File: config.mk
export PLATFORM = sky130hd
export DESIGN_NAME = tga_image_stream_decoder
export DESIGN_NICKNAME = d
export VERILOG_FILES = /design/src/hdl/tsd_pkg.sv /design/src/hdl/tga_image_stream_decoder.sv /design/src/hdl/tsd_in_reg.sv /design/src/hdl/tsd_parser.sv /design/src/hdl/tsd_out_reg.sv
export SDC_FILE = /design/constraint.sdc
export NUM_CORES = 1
export LEC_CHECK = 0
export BUFFER_PORTS_ARGS = -buffer_cell sky130_fd_sc_hd__buf_2
export CAP_MARGIN = 20
export CORE_ASPECT_RATIO = 0.9
export CORE_MARGIN = 2
export CORE_UTILIZATION = 60
export DETAILED_ROUTE_END_ITERATION = 8
export GPL_TIMING_DRIVEN = 0
export PLACE_DENSITY = 0.76
export SYNTH_ARGS = -nofsm -noshare
export SYNTH_HDL_FRONTEND = slang
export SYNTH_SLANG_ARGS = --single-unit
File: constraint.sdc
create_clock -name clk -period 9.95 [get_ports clk]
set_input_delay 0.995 -clock clk [delete_from_list [all_inputs] [get_ports clk]]
set_output_delay 0.995 -clock clk [all_outputs]
set_load 0.02 [all_outputs]
File: src/hdl/tsd_pkg.sv
// Shared types and codes for the TGA image stream decoder.
// No dependencies; every other file takes names from here by scope.
package tsd_pkg;

  localparam logic [1:0] KIND_PIXEL  = 2'd0;
  localparam logic [1:0] KIND_HEADER = 2'd1;
  localparam logic [1:0] KIND_ERROR  = 2'd2;

  localparam logic [7:0] RLE_IMAGE_TYPE = 8'd10;
  localparam logic [7:0] DEPTH_16 = 8'd16;
  localparam logic [7:0] DEPTH_24 = 8'd24;
  localparam logic [7:0] DEPTH_32 = 8'd32;

  typedef struct packed {
    logic [7:0] data_byte;
    logic       file_start;
  } in_item_t;

  typedef struct packed {
    logic [1:0]  kind;
    logic [7:0]  red;
    logic [7:0]  green;
    logic [7:0]  blue;
    logic [7:0]  alpha;
    logic [7:0]  repeat_res;
    logic        last_of_image;
    logic [15:0] image_width;
    logic [15:0] image_height;
    logic [2:0]  channels;
  } result_t;

endpackage

File: src/hdl/tga_image_stream_decoder.sv
// TGA image stream decoder, top level: input register, parser, result register.
// A byte waits in the input register for its parse step; its result, if any, goes to the result register.
// Throughput: one byte per cycle, set by the single parse step per byte; a held
// result stalls the byte waiting in the input register.
// Reset (synchronous, rst high) puts the parser at header byte 0, both registers empty.
// Depends on tsd_pkg, tsd_in_reg, tsd_parser and tsd_out_reg.
module tga_image_stream_decoder (
  input  logic        clk,
  input  logic        rst,
  input  logic        in_valid,
  output logic        in_ready,
  input  logic [7:0]  data_byte,
  input  logic        file_start,
  output logic        out_valid,
  input  logic        out_ready,
  output logic [1:0]  kind,
  output logic [7:0]  red,
  output logic [7:0]  green,
  output logic [7:0]  blue,
  output logic [7:0]  alpha,
  output logic [7:0]  repeat_res,
  output logic        last_of_image,
  output logic [15:0] image_width,
  output logic [15:0] image_height,
  output logic [2:0]  channels
);

  tsd_pkg::in_item_t in_item, item;
  tsd_pkg::result_t  res_comb, res;
  logic in_full, out_full, step, res_valid;

  assign in_item.data_byte  = data_byte;
  assign in_item.file_start = file_start;

  assign step = in_full && (!out_full || out_ready);

  tsd_in_reg u_in_reg (
    .clk      (clk),
    .rst      (rst),
    .in_valid (in_valid),
    .in_ready (in_ready),
    .in_item  (in_item),
    .take     (step),
    .full     (in_full),
    .item     (item)
  );

  tsd_parser u_parser (
    .clk       (clk),
    .rst       (rst),
    .step      (step),
    .item      (item),
    .res_valid (res_valid),
    .res       (res_comb)
  );

  tsd_out_reg u_out_reg (
    .clk       (clk),
    .rst       (rst),
    .load      (step && res_valid),
    .res_in    (res_comb),
    .full      (out_full),
    .out_ready (out_ready),
    .res       (res)
  );

  assign out_valid     = out_full;
  assign kind          = res.kind;
  assign red           = res.red;
  assign green         = res.green;
  assign blue          = res.blue;
  assign alpha         = res.alpha;
  assign repeat_res    = res.repeat_res;
  assign last_of_image = res.last_of_image;
  assign image_width   = res.image_width;
  assign image_height  = res.image_height;
  assign channels      = res.channels;

endmodule

File: src/hdl/tsd_in_reg.sv
// Input register of the TGA decoder: holds one accepted byte for the parser.
// Depends on tsd_pkg.
module tsd_in_reg (
  input  logic              clk,
  input  logic              rst,
  input  logic              in_valid,
  output logic              in_ready,
  input  tsd_pkg::in_item_t in_item,
  input  logic              take,
  output logic              full,
  output tsd_pkg::in_item_t item
);

  assign in_ready = !full || take;

  always_ff @(posedge clk) begin
    if (rst) begin
      full <= 1'b0;
    end else if (in_ready) begin
      full <= in_valid;
    end
  end

  always_ff @(posedge clk) begin
    if (in_valid && in_ready) begin
      item <= in_item;
    end
  end

endmodule

File: src/hdl/tsd_parser.sv
// Header, skip and pixel parser of the TGA decoder: holds all parse state and
// builds at most one result per byte. Depends on tsd_pkg.
module tsd_parser (
  input  logic              clk,
  input  logic              rst,
  input  logic              step,
  input  tsd_pkg::in_item_t item,
  output logic              res_valid,
  output tsd_pkg::result_t  res
);

  localparam logic [2:0] PH_HEADER = 3'd0;
  localparam logic [2:0] PH_SKIP   = 3'd1;
  localparam logic [2:0] PH_PLAIN  = 3'd2;
  localparam logic [2:0] PH_PACKET = 3'd3;
  localparam logic [2:0] PH_RUNPIX = 3'd4;
  localparam logic [2:0] PH_DONE   = 3'd5;

  logic [2:0]  phase, phase_next;
  logic [4:0]  header_position, header_position_next;
  logic [7:0]  id_length, id_length_next;
  logic [7:0]  image_kind, image_kind_next;
  logic [15:0] width_store, width_store_next;
  logic [15:0] height_store, height_store_next;
  logic [7:0]  bit_depth, bit_depth_next;
  logic [8:0]  skip_remaining, skip_remaining_next;
  logic [31:0] pixels_remaining, pixels_remaining_next;
  logic        packet_is_repeat, packet_is_repeat_next;
  logic [7:0]  packet_count, packet_count_next;
  logic [1:0]  byte_in_pixel, byte_in_pixel_next;
  logic [31:0] color_bytes, color_bytes_next;

  logic [2:0]  e_phase;
  logic [4:0]  e_hpos;
  logic [7:0]  e_id_length, e_image_kind, e_bit_depth, e_packet_count;
  logic [15:0] e_width, e_height;
  logic [8:0]  e_skip;
  logic [31:0] e_pixrem, e_color;
  logic        e_repeat;
  logic [1:0]  e_bip;

  logic [7:0]  d;
  logic        clr;
  logic        is_rle, depth_ok, pix_done;
  logic [2:0]  nbytes;
  logic [31:0] color_acc, want, rep, pixrem_left, area;
  logic [8:0]  skip_dec;
  logic [7:0]  r_col, g_col, b_col, a_col;

  assign d   = item.data_byte;
  assign clr = item.file_start;

  // Clear the parser before this byte when it opens a new file.
  assign e_phase        = clr ? PH_HEADER : phase;
  assign e_hpos         = clr ? '0 : header_position;
  assign e_id_length    = clr ? '0 : id_length;
  assign e_image_kind   = clr ? '0 : image_kind;
  assign e_width        = clr ? '0 : width_store;
  assign e_height       = clr ? '0 : height_store;
  assign e_bit_depth    = clr ? '0 : bit_depth;
  assign e_skip         = clr ? '0 : skip_remaining;
  assign e_pixrem       = clr ? '0 : pixels_remaining;
  assign e_repeat       = clr ? 1'b0 : packet_is_repeat;
  assign e_packet_count = clr ? '0 : packet_count;
  assign e_bip          = clr ? '0 : byte_in_pixel;
  assign e_color        = clr ? '0 : color_bytes;

  assign is_rle   = (e_image_kind == tsd_pkg::RLE_IMAGE_TYPE);
  assign depth_ok = (d == tsd_pkg::DEPTH_24) || (d == tsd_pkg::DEPTH_32) ||
                    ((d == tsd_pkg::DEPTH_16) && !is_rle);
  assign area     = {16'd0, e_width} * {16'd0, e_height};
  assign skip_dec = e_skip - 9'd1;

  always_comb begin
    if (e_bit_depth == tsd_pkg::DEPTH_16) begin
      nbytes = 3'd2;
    end else if (e_bit_depth == tsd_pkg::DEPTH_32) begin
      nbytes = 3'd4;
    end else begin
      nbytes = 3'd3;
    end
  end

  assign color_acc = e_color | ({24'd0, d} << {e_bip, 3'b000});
  assign pix_done  = (({1'b0, e_bip} + 3'd1) >= nbytes);

  assign want = (e_phase == PH_RUNPIX && e_repeat) ? {24'd0, e_packet_count} : 32'd1;
  assign rep  = (want < e_pixrem) ? want : e_pixrem;
  assign pixrem_left = e_pixrem - rep;

  always_comb begin
    a_col = '0;
    if (e_bit_depth == tsd_pkg::DEPTH_16) begin
      b_col = {color_acc[4:0], 3'b000};
      g_col = {color_acc[9:5], 3'b000};
      r_col = {color_acc[14:10], 3'b000};
    end else begin
      b_col = color_acc[7:0];
      g_col = color_acc[15:8];
      r_col = color_acc[23:16];
      if (e_bit_depth == tsd_pkg::DEPTH_32) begin
        a_col = color_acc[31:24];
      end
    end
  end

  always_comb begin
    phase_next            = e_phase;
    header_position_next  = e_hpos;
    id_length_next        = e_id_length;
    image_kind_next       = e_image_kind;
    width_store_next      = e_width;
    height_store_next     = e_height;
    bit_depth_next        = e_bit_depth;
    skip_remaining_next   = e_skip;
    pixels_remaining_next = e_pixrem;
    packet_is_repeat_next = e_repeat;
    packet_count_next     = e_packet_count;
    byte_in_pixel_next    = e_bip;
    color_bytes_next      = e_color;
    res_valid             = 1'b0;
    res                   = '0;

    unique case (e_phase)
      PH_HEADER: begin
        if (e_hpos < 5'd16) begin
          header_position_next = e_hpos + 5'd1;
        end
        unique case (e_hpos)
          5'd0:  id_length_next = d;
          5'd2:  image_kind_next = d;
          5'd12: width_store_next = {e_width[15:8], d};
          5'd13: width_store_next = {d, e_width[7:0]};
          5'd14: height_store_next = {e_height[15:8], d};
          5'd15: height_store_next = {d, e_height[7:0]};
          5'd16: begin
            bit_depth_next = d;
            res_valid = 1'b1;
            if (!depth_ok) begin
              res.kind = tsd_pkg::KIND_ERROR;
              phase_next = PH_DONE;
            end else begin
              pixels_remaining_next = area;
              res.kind = tsd_pkg::KIND_HEADER;
              res.image_width = e_width;
              res.image_height = e_height;
              res.channels = (d == tsd_pkg::DEPTH_32) ? 3'd4 : 3'd3;
              if (e_width == 16'd0 || e_height == 16'd0) begin
                res.last_of_image = 1'b1;
                phase_next = PH_DONE;
              end else begin
                skip_remaining_next = {1'b0, e_id_length} + 9'd1;
                phase_next = PH_SKIP;
              end
            end
          end
          default: ;
        endcase
      end
      PH_SKIP: begin
        skip_remaining_next = skip_dec;
        if (skip_dec == 9'd0) begin
          byte_in_pixel_next = '0;
          color_bytes_next = '0;
          phase_next = is_rle ? PH_PACKET : PH_PLAIN;
        end
      end
      PH_PACKET: begin
        if (d < 8'd128) begin
          packet_is_repeat_next = 1'b0;
          packet_count_next = d + 8'd1;
        end else begin
          packet_is_repeat_next = 1'b1;
          packet_count_next = d - 8'd127;
        end
        byte_in_pixel_next = '0;
        color_bytes_next = '0;
        phase_next = PH_RUNPIX;
      end
      PH_PLAIN, PH_RUNPIX: begin
        if (!pix_done) begin
          color_bytes_next = color_acc;
          byte_in_pixel_next = e_bip + 2'd1;
        end else begin
          byte_in_pixel_next = '0;
          color_bytes_next = '0;
          pixels_remaining_next = pixrem_left;
          res_valid = 1'b1;
          res.kind = tsd_pkg::KIND_PIXEL;
          res.red = r_col;
          res.green = g_col;
          res.blue = b_col;
          res.alpha = a_col;
          res.repeat_res = rep[7:0];
          res.last_of_image = (pixrem_left == 32'd0);
          if (e_phase == PH_RUNPIX) begin
            packet_count_next = e_repeat ? 8'd0 : e_packet_count - 8'd1;
          end
          if (pixrem_left == 32'd0) begin
            phase_next = PH_DONE;
          end else if (e_phase == PH_RUNPIX &&
                       (e_repeat || e_packet_count == 8'd1)) begin
            phase_next = PH_PACKET;
          end
        end
      end
      default: ;
    endcase
  end

  always_ff @(posedge clk) begin
    if (rst) begin
      phase            <= PH_HEADER;
      header_position  <= '0;
      id_length        <= '0;
      image_kind       <= '0;
      width_store      <= '0;
      height_store     <= '0;
      bit_depth        <= '0;
      skip_remaining   <= '0;
      pixels_remaining <= '0;
      packet_is_repeat <= 1'b0;
      packet_count     <= '0;
      byte_in_pixel    <= '0;
      color_bytes      <= '0;
    end else if (step) begin
      phase            <= phase_next;
      header_position  <= header_position_next;
      id_length        <= id_length_next;
      image_kind       <= image_kind_next;
      width_store      <= width_store_next;
      height_store     <= height_store_next;
      bit_depth        <= bit_depth_next;
      skip_remaining   <= skip_remaining_next;
      pixels_remaining <= pixels_remaining_next;
      packet_is_repeat <= packet_is_repeat_next;
      packet_count     <= packet_count_next;
      byte_in_pixel    <= byte_in_pixel_next;
      color_bytes      <= color_bytes_next;
    end
  end

endmodule

File: src/hdl/tsd_out_reg.sv
// Result register of the TGA decoder: holds one result until its transfer.
// Depends on tsd_pkg.
module tsd_out_reg (
  input  logic             clk,
  input  logic             rst,
  input  logic             load,
  input  tsd_pkg::result_t res_in,
  output logic             full,
  input  logic             out_ready,
  output tsd_pkg::result_t res
);

  always_ff @(posedge clk) begin
    if (rst) begin
      full <= 1'b0;
    end else if (load) begin
      full <= 1'b1;
    end else if (out_ready) begin
      full <= 1'b0;
    end
  end

  always_ff @(posedge clk) begin
    if (load) begin
      res <= res_in;
    end
  end

endmodule

Yosys cells after proc, flatten, opt, wreduce, memory -nomap -nowiden. Cells that the tools add are included.

Register bits: 237. Bits of input ports: 13. Word-level logic and storage cells: 169.

Bitwise gates (word level): 4. Shift operators: 1. Add/subtract/negate cells: 9. Eq/ne operators: 17. Multiply operators: 1. Reductions and logical operators: 27. Magnitude comparators: 4. Muxes and demuxes: 76.

Operator list (number): $mux 32 (8); $mux 8 (18); $pmux 32 s3 (1); $mux 36 (2); $mux 16 (4); $pmux 16 s2 (2); $pmux 32 s2 (1); $mux 9 (4); $mux 3 (11); $logic_not 16->1 (2); $logic_not 32->1 (1); $lt 32x32->1 (1); $mul 16x16->32 (1); $or 32x32->32 (1); $shl 8x5->32 (1); $sub 32x32->32 (1); $eq 8x5->1 const B (3); $eq 5x4->1 const B (4); $pmux 9 s2 (1); $eq 8x6->1 const B (2); $pmux 8 s2 (1); $mux 5 (3); $pmux 3 s4 (1); $mux 1 (10); 35 further kinds (55).

Logic depth before layout (Yosys ltp). Gate-level depths: netlist of run 1.

Depth after elaboration: 11. Depth in mapped cells: 32.

Hierarchy. From an unflattened synthesis of run 1, not the netlist that was laid out.

Cells, all modules: 2428. Area total of the unflattened synthesis: 21097.7 um^2.

Modules (own cells, without submodules): tsd_parser (times used 1, area an instance 18372.6 um^2, cells an instance 2329); tsd_out_reg (times used 1, area an instance 2381.0 um^2, cells an instance 82); tsd_in_reg (times used 1, area an instance 325.3 um^2, cells an instance 14); tga_image_stream_decoder (times used 1, area an instance 18.8 um^2, cells an instance 3).

Worst setup path after synthesis of run 1. OpenSTA, ideal clock, no wires.

Path type: register to register. Start point: register, netlist name u_in_reg.item[0]. End point: register, netlist name u_out_reg.res[10]. Stages on the path, launching flop included: 17. Data required time: 9.411 ns. Data arrival time: 7.245 ns. Path slack: 2.165 ns. Setup time: 0.539 ns. Path through: edfxtp_1 -> buf_2 -> buf_4 -> buf_2 -> buf_2 -> buf_2 -> nor4_1 -> nand2_1 -> nor3b_1 -> buf_2 -> nor2_1 -> ha_1 -> nor2b_1 -> o21ai_0 -> nand2_1 -> clkbuf_1 -> a21oi_1.

Word-level cells in the longest chain between the ends: 8. Elaborated cells on any way between the ends: 19. Classes of those cells: add/sub (1); order compare (1); eq/ne (5); mux (9); reduce/logical (3).

Ends and longest elaborated chain: $mux 8 (RTL line tsd_parser.sv:60) `assign e_bit_depth = clr ? '0 : bit_depth;`; $eq 8x6->1 (RTL line tsd_parser.sv:77) `end else if (e_bit_depth == tsd_pkg::DEPTH_32) begin`; $mux 3 (RTL line tsd_parser.sv:77); $mux 3 (RTL line tsd_parser.sv:75) `if (e_bit_depth == tsd_pkg::DEPTH_16) begin`; $ge 3x3->1 (RTL line tsd_parser.sv:85) `assign pix_done = (({1'b0, e_bip} + 3'd1) >= nbytes);`; $mux 1 (RTL line tsd_parser.sv:181) `if (!pix_done) begin`; $pmux 1 s2 * (RTL line tsd_parser.sv:124) `unique case (e_phase)`; $logic_and 1x1->1 * (RTL line tga_image_stream_decoder.sv:60) `.load (step && res_valid),`; net u_out_reg.load (RTL line tsd_out_reg.sv:6) `input logic load,`.

The timed path passes the listed nets; every way through them passes the cells marked *. A chain may end at the register's enable or synchronous reset.

Worst setup path after layout of run 1.
Start point: register, netlist name u_in_reg.item[0]. End point: register u_parser.pixels_remaining[25].

Word-level cells in the longest chain between the ends: 9. Elaborated cells on any way between the ends: 35. Classes of those cells: add/sub (2); mul (1); order compare (2); eq/ne (6); mux (18); reduce/logical (6).

Ends and longest elaborated chain: $mux 3 (RTL line tsd_parser.sv:54) `assign e_phase = clr ? PH_HEADER : phase;`; $eq 3x3->1 (RTL line tsd_parser.sv:87, tsd_parser.sv:124); $logic_and 1x1->1 (RTL line tsd_parser.sv:87) `assign want = (e_phase == PH_RUNPIX && e_repeat) ? {24'd0, e_packet_count} : 32'd1;`; $mux 8 (RTL line tsd_parser.sv:87); $lt 32x32->1 (RTL line tsd_parser.sv:88) `assign rep = (want < e_pixrem) ? want : e_pixrem;`; $mux 32 (RTL line tsd_parser.sv:88); $sub 32x32->32 (RTL line tsd_parser.sv:89) `assign pixrem_left = e_pixrem - rep;`; $mux 32 (RTL line tsd_parser.sv:181); $pmux 32 s2 * (RTL line tsd_parser.sv:124); end signal, assigned (RTL line tsd_parser.sv:235) `pixels_remaining <= pixels_remaining_next;`; end, declared (RTL line tsd_parser.sv:27) `logic [31:0] pixels_remaining, pixels_remaining_next;`.

Every way passes the cells marked *; elsewhere a longest branch is shown, timed or not.

==> results of run 1 <==
[routing by layer]
| metal | wire [um] | GRT usage (%) | up-vias | part of all wire, % |
|---|---|---|---|---|
| li1 | - | - | 8909 | - |
| met1 | 30200 | 57.7 | 9955 | 40 |
| met2 | 30800 | 58.9 | 1486 | 41 |
| met3 | 11000 | 13.3 | 218 | 15 |
| met4 | 3120 | 15.0 | 2 | 4.2 |
| met5 | 13 | 0 | - | 0.017 |
[logic make-up after synthesis]
logic type,share of synthesized area (%)
buf+inv,7.77
simple gates,20.3
flops,26.0
mux,0.665
compound gates,17.6
fa+ha+maj,26.1
xor+xnor,1.63
[sequential cells by signal, indices dropped and copies added, names as in the netlist]
register and cells:
u_parser.height_store 16, u_parser.byte_in_pixel 2, u_out_reg.full 1, u_parser.header_position 5
u_parser.image_kind 8, u_in_reg.item 9, u_parser.color_bytes 32, u_out_reg.res 77
u_parser.phase 3, u_parser.bit_depth 8, u_parser.packet_count 8, u_in_reg.full 1
u_parser.width_store 16, u_parser.packet_is_repeat 1, u_parser.pixels_remaining 32, u_parser.id_length 8
u_parser.skip_remaining 9
[cell usage in the layout (no fill, tap or decap), types with 7 or more instances in the layout]
master,count
inv_1,278
or4_1,7
o21ai_0,98
a211oi_1,16
xor2_1,17
dfxtp_1,150
nor4_1,24
nor2b_1,43
edfxtp_1,86
clkbuf_1,123
a32oi_1,13
nor3b_1,7
nor3_1,50
o31ai_1,14
clkbuf_16,25
xnor2_1,23
o221ai_1,14
fa_1,195
and2_1,129
a211o_1,7
nand2_1,300
nand2b_1,7
a21oi_1,137
a31oi_1,28
and3_1,33
nand3_1,37
mux2i_1,12
a21o_1,19
o21ai_1,23
buf_1,26
a22oi_1,82
o211a_1,7
nor2_1,222
nand4_1,14
o22ai_1,10
ha_1,134
a221oi_1,12
o21a_1,13
o211ai_1,12
buf_2,102
[per-stage QoR]
step,setup TNS [ns],hold WS [ns],util (%),total power (W),setup slack (ns)
4_1_cts,0,0.491,66.6,0.00237,0.116
3_3_place_gp,-171.17,0.458,64.0,0.00142,-2.21
3_5_place_dp,-0.335,0.471,64.2,0.00143,-0.208
2_1_floorplan,0,0.446,-,0.00129,2.17
5_1_grt,0,0.517,66.7,0.00245,0.0294
6_report,0,0.503,66.7,0.00240,0.266
[report_power, final]
| group | internal, W | leakage, nW | switching [W] | total (W) |
|---|---|---|---|---|
| Clock | 0.000541 | 0.406 | 0.000431 | 0.000973 |
| Combinational | 0.000109 | 7.36 | 0.000291 | 0.000400 |
| Sequential | 0.00101 | 1.89 | 0.0000186 | 0.00103 |
[final timing paths]
path	from	endpoint	slack [ns]
hold reg to reg	u_parser.image_kind[6]$_SDFFE_PP0P_	u_parser.image_kind[6]$_SDFFE_PP0P_	0.50
hold / removal	u_parser.image_kind[6]$_SDFFE_PP0P_	u_parser.image_kind[6]$_SDFFE_PP0P_	0.50
setup reg to reg	u_in_reg.item[0]$_DFFE_PP_	u_parser.pixels_remaining[25]$_SDFFE_PP0P_	0.27
setup / recovery	u_in_reg.item[0]$_DFFE_PP_	u_parser.pixels_remaining[25]$_SDFFE_PP0P_	0.27
[worst max-delay path, stage by stage, from the launching register on]
cell,delay (ns)
edfxtp_1,0.50
buf_2,0.29
buf_4,0.25
buf_2,0.25
buf_2,0.29
buf_2,0.29
buf_1,0.34
nor2b_1,0.65
clkbuf_1,0.67
nand2_1,0.18
fa_1,0.56
inv_1,0.05
fa_1,0.47
fa_1,0.49
ha_1,0.35
fa_1,0.52
fa_1,0.59
ha_1,0.40
a21o_1,0.19
o32ai_1,0.23
a21oi_1,0.14
a21oi_1,0.59
o21ai_2,0.27
and4_1,0.27
o31ai_1,0.50
a31oi_1,0.15
[repair_timing]
item | CTS | global route
setup endpoints to repair | 4 | 10
pin swaps | 0 | 0
resized for setup | 3 | 5
hold endpoints to repair | 0 | 0
[area by class of cell]
class,count,share of cell area [%]
multi-input combinational,1859,60.8
antenna,1,0.0107
inverter,279,4.47
sequential,236,23.8
timing repair buffer,98,2.27
clock buffer,32,2.91
buffer,158,2.62
tap,469,2.50
clock inverter,14,0.614
==> metrics.yaml, run 1 <==
run_status:
  outcome: "finished, final reports clean"
sta:
  fin_skew_ns: 0.0144
  finalSetupViolations: 0
  layout_min_cycle_time_ns: 9.68
  post-route-period-util_pct: 97.3
  slew_viol_final: 0
  rsz0062_at_grt: "no"
  fmax_mhz: 103
  tightest_slew_ns: 1.22
  slew_headroom_pct: 18.8
  final_hold_viol_count: 0
grt:
  antenna_found_initial: 3
  grt_max_degree: 34
  grt_first_pass_wirelength_mm: 116
  gr-total-overflow: 0
  grt_util_all_layers_pct: 41.0
  first_global_vias: 19700
routing:
  dr.pass1.iters: 9
  vias: 20600
  drc: 0
  antenna_left: 0
  wl_mm: 75.1
  drt-initial-drc-count: 2914
  via_per_inst: 6.54
  detail_route.wl_per_cell_um: 23.9
yosys:
  ys_seq_elements: 236
  synthTopCellsByCount: "300 x nand2_1, 278 x inv_1, 222 x nor2_1"
  synth_cells: 2534
  synth_edf_count: 86
  syn_area_per_cell_sq_um: 8.47
  ys.warnings.count: 0
  synth.most_common_cell: "nand2_1"
  ys_types: 90
  synth_flop_cell: "dfxtp_1"
  yosysSeqAreaShare_pct: 26.0
  synth_top_area_share_pct: 18.2
  synth_area_sq_mm: 0.0215
  syn_nets: 2876
  synth_top_area_cell: "fa_1"
  synthArstFlopShare_pct: 0
  synth.area.top_cells: "fa_1 18%, dfxtp_1 14%, edfxtp_1 12%, ha_1 7.8%, nand2_1 5.2%"
floorplan:
  die_h_um: 183
  fp.coreArea_sq_mm: 0.0351
  row_count: 65
  start_util_pct: 61.1
  die_w_um: 203
  dieArea_sq_mm: 0.0373
  io_pins: 93
finish:
  layout-drive-gt1-share_pct: 6.88
  layout.nets: 2999
  stdcell_count: 3146
  fin_area_sq_mm: 0.0234
  syn2layout_area_growth_pct: 9.19
  n_fill_cell: 2859
  seq_area_sq_mm: 0.00559
  multiInputGateArea_sq_mm: 0.0142
cts:
  cts_max_level: 1
  hold_buffers: 0
  cts-root-buf: "clkbuf_16"
  cts_made_buffers: 25
  cts.path.max_buffers: 3
  post_cts_buffers: 0
  insertion_delay_ns: 0.57
  cts.sinks: 236
  clk_pin_slew_ns: 0.07
  cts_tree: "done"
run:
  max-cap-violations: 0
worst_setup_path:
  crit_fanout: 10
  startpoint_type: "register"
  cp.required_ns: 10.36
  path_class: "register to register"
  arrival_ns: 10.10
  cp-end-kind: "register"
  worstRegToRegCells: 25
placed_design:
  place_area_sq_mm: 0.0226
  gp_congestion: 1.04
  io_buffers: 92
  post-dp-hpwl_mm: 58.2
  dp.cells: 3098
min_path:
  hold_class: "register to register"
  hold_path_depth: 2
pwr:
  ir_drop_v: 0.000114
  power_density_mw_per_mm2: 102
  leakage_nw: 9.65
Power figures use the tool's default switching activity.
==> run 2, diff against run 1 <==
SYNTH_HIERARCHICAL = 1   (was unset)
==> run 2 against run 1 <==
Clock skew about the same; synthesized area fell by 1.7%; cell area down 1.3%; sequential power about the same; clock-buffer cell count is 2 higher; cell count down 3.3%; power about the same; wire length down 7.0%; register-to-register slack improved by 0.18 ns; combinational power is 21% lower; worst setup slack better by 0.18 ns; largest power group is now the clock network; highest routed layer is now met4.
==> metrics.yaml, run 2 <==
placed_design:
  place_area_sq_mm: 0.0222
  post-dp-hpwl_mm: 52.8
  dp.cells: 2990
  io_buffers: 92
  gp_congestion: 1.02
yosys:
  synth_top_area_share_pct: 18.5
  yosysSeqAreaShare_pct: 26.6
  syn_area_per_cell_sq_um: 8.69
  syn_nets: 2771
  synth_flop_cell: "dfxtp_1"
  ys.warnings.count: 6
  synthArstFlopShare_pct: 0
  synth_top_area_cell: "fa_1"
  synth.most_common_cell: "nand2_1"
  synth_area_sq_mm: 0.0211
  synth.area.top_cells: "fa_1 19%, dfxtp_1 14%, edfxtp_1 12%, ha_1 8.0%, nand2_1 5.3%"
  synthTopCellsByCount: "297 x nand2_1, 282 x inv_1, 200 x nor2_1"
  synth_cells: 2428
  ys_types: 92
  synth_edf_count: 87
  ys_seq_elements: 237
floorplan:
  dieArea_sq_mm: 0.0367
  io_pins: 93
  start_util_pct: 60.5
  die_w_um: 202
  fp.coreArea_sq_mm: 0.0349
  row_count: 65
  die_h_um: 182
finish:
  final_cell_mix: "297 x nand2_1, 282 x inv_1, 200 x nor2_1, 195 x fa_1, 150 x dfxtp_1"
  layout.nets: 2893
  multiInputGateArea_sq_mm: 0.0138
  largest_reg_flops: 78
  top_register: "u_out_reg/res"
  fin_area_sq_mm: 0.0231
  seq_area_sq_mm: 0.00562
  postLayoutCoreUtil_pct: 66.3
  reg_top3: "u_out_reg/res x78, u_parser/color_bytes x32, u_parser/pixels_remaining x32"
  syn2layout_area_growth_pct: 9.57
  layout-drive-gt1-share_pct: 7.58
  final_common_cell: "nand2_1"
  n_fill_cell: 2918
  stdcell_count: 3042
sta:
  finalSetupViolations: 0
  tightest_slew_ns: 1.11
  final_hold_viol_count: 0
  post-route-period-util_pct: 95.6
  setup_tns_ns: 0
  fmax_mhz: 105
  whs_ns: 0.464
  slew_viol_final: 0
  rsz0062_at_grt: "no"
  fin_skew_ns: 0.0140
  slew_headroom_pct: 25.5
  layout_min_cycle_time_ns: 9.51
cts:
  clk_pin_slew_ns: 0.06
  cts_tree: "done"
  cts-root-buf: "clkbuf_16"
  cts.path.max_buffers: 3
  cts_made_buffers: 27
  cts_max_level: 1
  cts.sinks: 237
  insertion_delay_ns: 0.57
grt:
  grt_max_degree: 65
  grt_util_all_layers_pct: 38.2
  antenna_found_initial: 1
  grt_first_pass_wirelength_mm: 108
  gr-total-overflow: 0
  first_global_vias: 18800
run:
  max-cap-violations: 0
routing:
  detail_route.wl_per_cell_um: 23.0
  vias: 19200
  via_per_inst: 6.32
  antenna_left: 0
  wl_mm: 69.8
  drt-initial-drc-count: 2323
  drc: 0
  dr.pass1.iters: 6
run_status:
  outcome: "finished, final reports clean"
pwr:
  power_density_mw_per_mm2: 104
  leakage_nw: 9.82
  ir_drop_v: 0.000120
worst_setup_path:
  path_class: "register to register"
  startpoint_type: "register"
  cp_common_cell: "fa_1"
  crit_fanout: 10
  critPathSlowestCell: "buf_1"
  cp.required_ns: 10.40
  r2r-start: "u_in_reg/item[0]$_DFFE_PP_"
  crit_start: "u_in_reg/item[0]$_DFFE_PP_"
  cp-end-kind: "register"
  cpPeakStageDelay_ns: 0.67
  arrival_ns: 9.96
min_path:
  hold_class: "register to register"
  min-delay-start: "u_parser/byte_in_pixel[0]$_SDFFE_PP0P_"
## run 2: path summary, 6_finish.rpt
check | end | slack [ns] | depth (start not counted)
max | u_parser/pixels_remaining[30]$_SDFFE_PP0P_ | 0.44 | 27
min | u_parser/byte_in_pixel[0]$_SDFFE_PP0P_ | 0.46 | 1
max reg2reg | u_parser/pixels_remaining[30]$_SDFFE_PP0P_ | 0.44 | 27
min reg2reg | u_parser/byte_in_pixel[0]$_SDFFE_PP0P_ | 0.46 | 1
## run 2: area by class of cell
class | count | share of cell area [%]
Timing Repair Buffer | 93 | 2.11
Inverter | 283 | 4.60
Buffer | 161 | 2.74
Multi-Input combinational cell | 1747 | 59.7
Clock inverter | 16 | 0.774
Clock buffer | 34 | 3.25
Sequential cell | 237 | 24.3
Tap cell | 469 | 2.54
Antenna cell | 2 | 0.0216
## run 2: worst max-delay path, delay by kind of cell, from the launching register on
family	cells	cell delay [ns]
AO/OA/AOI/OAI	7	1.93
XOR/XNOR	1	0.23
flip-flops	1	0.57
AND/OR/NAND/NOR	3	0.59
adder cells (fa/ha/maj)	7	3.24
buffers and inverters	9	2.82
## run 2: logic make-up (layout without fill, tap and decap cells)
family / count (synthesis) / in the layout / share of synthesized area [%]
buffers and inverters: 444 / 587 / 8.04
AOI/OAI and AO/OA: 486 / 486 / 16.3
xor gates and xnor gates: 40 / 40 / 1.66
and+or+nand+nor: 878 / 878 / 20.2
other: 0 / 2 / 0
adders and majority gates: 330 / 330 / 26.5
DFF: 237 / 237 / 26.6
muxes: 13 / 13 / 0.635
## run 2: report_power, final
group / internal, W / switching (W) / total (W) / leakage [nW]
sequential: 0.00101 / 0.0000190 / 0.00103 / 2.14
combinational: 0.0000949 / 0.000223 / 0.000318 / 7.21
clock: 0.000617 / 0.000434 / 0.00105 / 0.465
total: 0.00172 / 0.000676 / 0.00240 / 9.82
## run 2: metal layers
layer	global-route usage, %	part of all wire, %	up-vias
li1	-	-	8467
met3	8.88	11	200
met1	53.4	41	9370
met2	58.3	44	1188
met5	0	0	-
met4	13.8	3.6	0
## run 2: through the flow
| step | worst slack, ns | power, W |
|---|---|---|
| floorplan | 2.71 | 0.00125 |
| global placement | 0.485 | 0.00135 |
| detailed placement | 0.292 | 0.00135 |
| CTS | 0.220 | 0.00239 |
| global route | 0.150 | 0.00246 |
| finish | 0.443 | 0.00240 |
## run 2: repair_timing
item,in CTS,in global routing
buffers inserted,0,0
endpoints found under the setup margin,0,2
endpoints found under the hold margin,0,0
hold buffers,0,0
resized for setup,0,3
